[config.mk]
export PLATFORM = sky130hd
export DESIGN_NAME = tfr_expand
export DESIGN_NICKNAME = d
export VERILOG_FILES = /design/src/hw/rtl/tfr_pkg.sv /design/src/hw/rtl/tfr_expand.sv
export SDC_FILE = /design/constraint.sdc
export NUM_CORES = 1
export LEC_CHECK = 0
export BUFFER_PORTS_ARGS = -buffer_cell sky130_fd_sc_hd__buf_4
export CAP_MARGIN = 20
export CORE_MARGIN = 5
export CORE_UTILIZATION = 38
export CTS_CLUSTER_DIAMETER = 100
export DETAILED_ROUTE_END_ITERATION = 8
export GPL_ROUTABILITY_DRIVEN = 0
export PLACE_DENSITY = 0.85
export SLEW_MARGIN = 5
export SYNTH_ARGS = -nofsm -noshare
export SYNTH_HDL_FRONTEND = slang
export SYNTH_SLANG_ARGS = --single-unit
export TNS_END_PERCENT = 100
[constraint.sdc]
create_clock -name aclk -period 1.4 [get_ports aclk]
set_input_delay 0.07 -clock aclk [delete_from_list [all_inputs] [get_ports aclk]]
set_output_delay 0.07 -clock aclk [all_outputs]
set_load 0.03 [all_outputs]
[src/hw/rtl/tfr_pkg.sv]
package tfr_pkg;

    // Palette geometry
    localparam int PALETTE_DEPTH = 256;
    localparam int PAL_AW        = $clog2(PALETTE_DEPTH);
    localparam int PAL_WIDTH     = 16;

    // Pixel format codes
    localparam logic [1:0] FMT_INTENSITY = 2'd0;
    localparam logic [1:0] FMT_INT_ALPHA = 2'd1;
    localparam logic [1:0] FMT_RGBA      = 2'd2;
    localparam logic [1:0] FMT_COLOR_IDX = 2'd3;

    // Pixel size codes
    localparam logic [1:0] SIZE_4B  = 2'd0;
    localparam logic [1:0] SIZE_8B  = 2'd1;
    localparam logic [1:0] SIZE_16B = 2'd2;
    localparam logic [1:0] SIZE_32B = 2'd3;

    // Request kinds
    localparam logic REQ_CONVERT   = 1'b0;
    localparam logic REQ_PAL_WRITE = 1'b1;

    // Register indexes (byte address bit 2)
    localparam logic REG_PIXEL_FORMAT = 1'b0;
    localparam logic REG_PIXEL_SIZE   = 1'b1;

    // Red in the lowest byte
    typedef struct packed {
        logic [7:0] alpha;
        logic [7:0] blue;
        logic [7:0] green;
        logic [7:0] red;
    } rgba_t;

    typedef struct packed {
        logic [1:0] pixel_format;
        logic [1:0] pixel_size;
    } cfg_t;

    // Decoded texel passed from the decode stage to the output stage
    typedef struct packed {
        rgba_t color;
        logic  use_pal;
        logic  pal_zero;
        logic  err;
    } dec_t;

    function automatic logic [7:0] widen5(input logic [4:0] v);
        widen5 = {v, v[4:2]};
    endfunction

    function automatic rgba_t expand5551(input logic [15:0] h);
        rgba_t c;
        c.red   = widen5(h[15:11]);
        c.green = widen5(h[10:6]);
        c.blue  = widen5(h[5:1]);
        c.alpha = {8{h[0]}};
        expand5551 = c;
    endfunction

endpackage

[src/hw/rtl/tfr_expand.sv]
module tfr_expand (
    input  logic                           aclk,
    input  logic                           aresetn,
    input  logic                           dec_valid,
    output logic                           dec_ready,
    input  tfr_pkg::dec_t                  dec,
    input  logic [tfr_pkg::PAL_WIDTH-1:0]  pal_data,
    output logic                           out_valid,
    input  logic                           out_ready,
    output tfr_pkg::rgba_t                 out_color,
    output logic                           out_err
);

    logic           c_valid_reg, c_valid_next;
    tfr_pkg::rgba_t c_color_reg, c_color_next;
    logic           c_err_reg;
    logic           c_ready;

    assign c_ready   = !c_valid_reg || out_ready;
    assign dec_ready = c_ready;

    // Pick the palette color or the direct color
    always_comb begin
        c_color_next = dec.color;
        if (dec.use_pal) begin
            c_color_next = dec.pal_zero ? '0 : tfr_pkg::expand5551(pal_data);
        end
        c_valid_next = c_valid_reg;
        if (c_ready) begin
            c_valid_next = dec_valid;
        end
    end

    always_ff @(posedge aclk) begin
        if (!aresetn) begin
            c_valid_reg <= 1'b0;
        end else begin
            c_valid_reg <= c_valid_next;
        end
    end

    // Hold the result until the receiver takes it
    always_ff @(posedge aclk) begin
        if (c_ready && dec_valid) begin
            c_color_reg <= c_color_next;
            c_err_reg   <= dec.err;
        end
    end

    assign out_valid = c_valid_reg;
    assign out_color = c_color_reg;
    assign out_err   = c_err_reg;

    // An unsupported pair always gives a black transparent texel
    assert property (@(posedge aclk) disable iff (!aresetn)
        c_valid_reg && c_err_reg |-> c_color_reg == '0)
        else $error("format error with nonzero color");

endmodule

==> run summary, run 1 <==
Outcome - finished, final reports clean
Post-synth EDFFs - 33
ANT nets after route - 0
DP HPWL - 2710 µm
Lkg Pwr - 1.05 nW
CTS root buffer - clkbuf_8
Multi-input gate area - 294 µm²
Placed inst area - 2140 µm²
Startpoint types - flop
CTS Buf Count - 5
Utilization after layout - 60.4%
# IOs - 90
Max-slew violations - 0
Synth top area share - 67.8%
Fin area - 2230 µm²
Largest net degree at the start of global routing - 39
Ys flop type - edfxtp_1
Critical path type - flop to flop
Gate Count Post-Synth - 113
Largest fanout on the critical path - 33
Post-synth ARST share - 0%
Clock transition at path regs - 60 ps
Syn nets - 168
Minimum hold slack - 57.8 ps
Worst vdd ir - 0.416 mV
Global-route wire length before repair - 5060 µm
Min Clock Period, post-route - 1180 ps
Largest area contributor in the netlist - edfxtp_1
Longest Clk Path Bufs - 2
CTS tree - yes
Total power - 2.37 mW
Initial antenna violation count - 0
Starting Density - 39.6%
Critical Path RT - 1320 ps
Worst hold path type - primary input to flop
Endpoint class of the critical path - flop
Count of final hold-check violations - 0
H-tree depth - 2
FF+latch count, synth - 34
Fill count - 338
RSZ-0062 raised after global routing - false
GRT overflow - 0
Max Cap Violations - 0
Synth top cells by count - edfxtp_1 (33), inv_1 (27), o21ai_0 (24), nand3b_1 (9), a22o_1 (6)
Antenna Diode Count - 0
Die Width - 72.0 µm
Die Area - 5190 µm²
Die height - 72.0 µm
Worst-margin pin slew - 423 ps
Share of cells above drive strength 1 - 47.6%
Synth warnings - 0
Worst Path Arrival - 1100 ps
Vias in the first global route - 1116
IO buf count - 89
Nets - 260
Register area share after synthesis - 69.2%
Row count - 22
Synthesized cell area - 1460 µm²
Drc violations - 0
PD cells - 1070 nW/µm²
Register area - 1010 µm²
Top cells by area in the synthesized netlist - edfxtp_1 (68%), o21ai_0 (8.2%), inv_1 (6.9%)
Routed WL - 3390 µm
Area grow syn2layout - 52.5%
# resized after CTS - 0
Worst-Skew Late Latency - 270 ps
DRT iter0 DRCs - 28
Vias - 1142
Final Skew - 4.65 ps
CORE AREA - 3690 µm²
Clock sink total - 34
Count leader, synth - edfxtp_1
Fmax - 0.850 GHz
Max-slew headroom - 71.8%
Via/cell ratio - 4.50
DRT Pass-1 Iters - 4
Drt wl/cell - 13.4 µm
Syn Area/Cell - 12.9 µm²
Final setup vio count - 0
Post-synth cell types - 14
All-Layer GR Usage - 12.7%
Final setup TNS - 0 ps
Final period utilization - 84.0%
[path summary, 6_finish.rpt]
check                 start             to  slack (ps)  cells past startpoint
hold reg to reg   out_valid      out_valid         520                      2
hold / removal      aresetn      out_valid          60                      2
setup reg to reg  out_valid  out_color[26]         220                      2
setup / recovery  out_valid  out_color[26]         220                      2
[through the flow]
step | setup WS [ps] | cells
floorplan | 56.0 | 113
global placement | 269 | 245
detailed placement | 239 | 245
CTS | 224 | 254
global route | 180 | 254
finish | 224 | 254
[area by class of cell]
class | count | share of cell area [%]
multi-input cells | 46 | 13.2
inverters | 28 | 4.72
clock buffers | 8 | 3.59
repair buffers | 90 | 30.4
well taps | 48 | 2.70
flip-flops and latches | 34 | 45.4
[kinds of logic (layout without fill, tap and decap cells)]
family                 after synthesis  in the layout  share of synthesized area [%]
AO/OA/AOI/OAI                       33             33                           13.0
flip-flops                          34             34                           69.2
AND/OR/NAND/NOR                     13             13                           6.76
buffers and inverters               33            126                           11.0
[sequential cells by signal, summed over array words and instances, names as in the netlist]
signal,flops
out_color,32
out_err,1
out_valid,1
[placed cells by master, fill, tap and decap left out, types with 2 or more instances in the layout]
cell / instances
inv_1: 27
o21ai_0: 24
edfxtp_1: 33
o21ai_1: 2
buf_4: 89
clkbuf_8: 5
nand3b_1: 9
a22o_1: 6
clkbuf_1: 3
[critical path, cell delays in order, from the launching register on]
cell	delay, ps
dfxtp_1	320
nand2b_2	80
and2_4	420
[what timing repair did]
action,in CTS,in global routing
setup buffers,0,0
hold endpoints to repair,1,0
endpoints found under the setup margin,0,0
hold buffers,1,0
[metal layers]
layer  global-route usage (%)  vias to the layer above  part of all wire, %
li1                         -                      572                    -
met5                        0                        -                    0
met2                     24.2                       60                   55
met1                     13.5                      508                   35
met4                     3.76                        0                 0.35
met3                     3.74                        2                  9.8
[where the power goes]
group	internal (mW)	switching, mW	leakage [nW]
combinational	0.221	0.269	0.679
clock	0.353	0.302	0.0395
sequential	1.21	0.0210	0.335
No activity file was read; power rests on OpenSTA's default activity.
==> run 2, diff against run 1 <==
==> constraint.sdc (replaced) <==
create_clock -name aclk -period 1.08 [get_ports aclk]
set_input_delay 0.054 -clock aclk [delete_from_list [all_inputs] [get_ports aclk]]
set_output_delay 0.054 -clock aclk [all_outputs]
set_load 0.03 [all_outputs]
==> run summary, run 2 (synthesis results as in run 1) <==
Outcome - finished, final reports clean
CTS tree - yes
Vias - 1142 (unchanged)
Row count - 22 (unchanged)
Max reg flops - 32 (unchanged)
Lkg Pwr - 1.09 nW (+3.1%)
All-Layer GR Usage - 13.6% (+0.89 points)
# IOs - 90 (unchanged)
Initial antenna violation count - 0 (unchanged)
Die height - 72.0 µm (unchanged)
GRT overflow - 0 (unchanged)
Count of final hold-check violations - 0 (unchanged)
DRT iter0 DRCs - 50 (+79%)
DP HPWL - 2800 µm (+3.5%)
Worst vdd ir - 0.582 mV (+40%)
RSZ-0062 raised after global routing - false
Drt wl/cell - 13.4 µm (+0.35%)
Max Cap Violations - 0 (unchanged)
Final period utilization - 96.3% (+12 points)
Fmax - 0.962 GHz (+13%)
Worst-margin pin slew - 174 ps (-249 ps)
Startpoint types - flop
Share of cells above drive strength 1 - 49.3% (+1.7 points)
CTS Buf Count - 5 (unchanged)
Area grow syn2layout - 56.4%
CTS root buffer - clkbuf_8
Clock sink total - 34 (unchanged)
DRT Pass-1 Iters - 4 (unchanged)
Die Area - 5190 µm² (unchanged)
Max-slew violations - 0 (unchanged)
Worst Path Arrival - 1020 ps (-80 ps)
Setup Fix Bufs, Post-CTS - 0 (unchanged)
Minimum hold slack - 26.0 ps (-31.8 ps)
Drc violations - 0 (unchanged)
Largest fanout on the critical path - 26 (-21%)
Clock transition at path regs - 60 ps (about the same)
Endpoint class of the critical path - flop
Starting Density - 39.6% (unchanged)
ANT nets after route - 0 (unchanged)
Worst-Skew Late Latency - 280 ps (about the same)
Max-slew headroom - 88.3% (+16 points)
Final setup vio count - 0 (unchanged)
Die Width - 72.0 µm (unchanged)
Vias in the first global route - 1179 (+5.6%)
Total power - 3.11 mW (+31%)
Critical path type - flop to flop
Final Skew - 4.58 ps (-0.0673 ps)
CORE AREA - 3690 µm² (unchanged)
Routed WL - 3450 µm (+1.5%)
Global-route wire length before repair - 5260 µm (+4.1%)
Via/cell ratio - 4.44 (-1.2%)
Nets - 263 (+1.2%)
Final setup TNS - 0 ps (unchanged)
Worst hold path type - primary input to flop
IO buf count - 89 (unchanged)
Min Clock Period, post-route - 1040 ps (-137 ps)
Antenna Diode Count - 0 (unchanged)
Largest net degree at the start of global routing - 32 (-18%)
Commonest non-fill, non-tap cell in the layout - buf_4
Longest Clk Path Bufs - 2 (unchanged)
Critical Path RT - 1060 ps (-260 ps)
Commonest non-fill, non-tap cells in the layout - buf_4 (90), edfxtp_1 (33), inv_1 (27)
Fill count - 318 (-5.9%)
PD cells - 1360 nW/µm² (+28%)
H-tree depth - 2 (unchanged)
==> run 2: path summary, 6_finish.rpt <==
| check | startpoint | slack (ps) | endpoint | cells after the start |
|---|---|---|---|---|
| max | out_valid | 40 | out_color[30] | 3 |
| min | aresetn | 30 | out_valid | 2 |
| max reg2reg | out_valid | 40 | out_color[30] | 3 |
| min reg2reg | out_valid | 520 | out_valid | 2 |
==> run 2: timing repair <==
item / 4_1_cts / 5_1_grt
hold buffers: 1 / 0
endpoints found under the setup margin: 0 / 0
resized for setup: 0 / 0
hold endpoints to repair: 1 / 0
==> run 2: critical path, stage by stage (launching register included) <==
cell and delay (ps):
dfxtp_4 350, nand2b_4 70, and2_4 150, buf_12 170
==> run 2: where the power goes <==
part           internal (mW)  switching [mW]  leakage, nW
registers               1.56          0.0265        0.336
clock network          0.442           0.414       0.0426
logic                  0.309           0.355        0.708
==> run 2: per-stage QoR <==
step | area [µm²] | setup WS, ps | utilization (%) | instances
after detailed placement | 2190 | 46.7 | 59.5 | 248
after global placement | 2190 | 58.1 | 59.5 | 248
after global routing | 2290 | 4.84 | 62.0 | 257
after floorplan | 1480 | -126 | - | 113
after CTS | 2290 | 35.0 | 62.0 | 257
final | 2290 | 40.1 | 62.0 | 257
==> run 2: area by class of cell <==
type	instances	area, µm²	area share (%)
Clock inverter	2	8.76	0.383
Timing Repair Buffer	93	726	31.7
Clock buffer	6	72.6	3.17
Tap cell	48	60.1	2.63
Inverter	28	105	4.60
Multi-Input combinational cell	46	299	13.1
Sequential cell	34	1010	44.4
==> run 2: per-layer routing <==
| layer | track usage, % | wire length, µm |
|---|---|---|
| met1 | 14.1 | 1320 |
| met2 | 24.5 | 1690 |
| met3 | 4.57 | 381 |
| met4 | 6.89 | 54 |
| met5 | 0 | 0 |
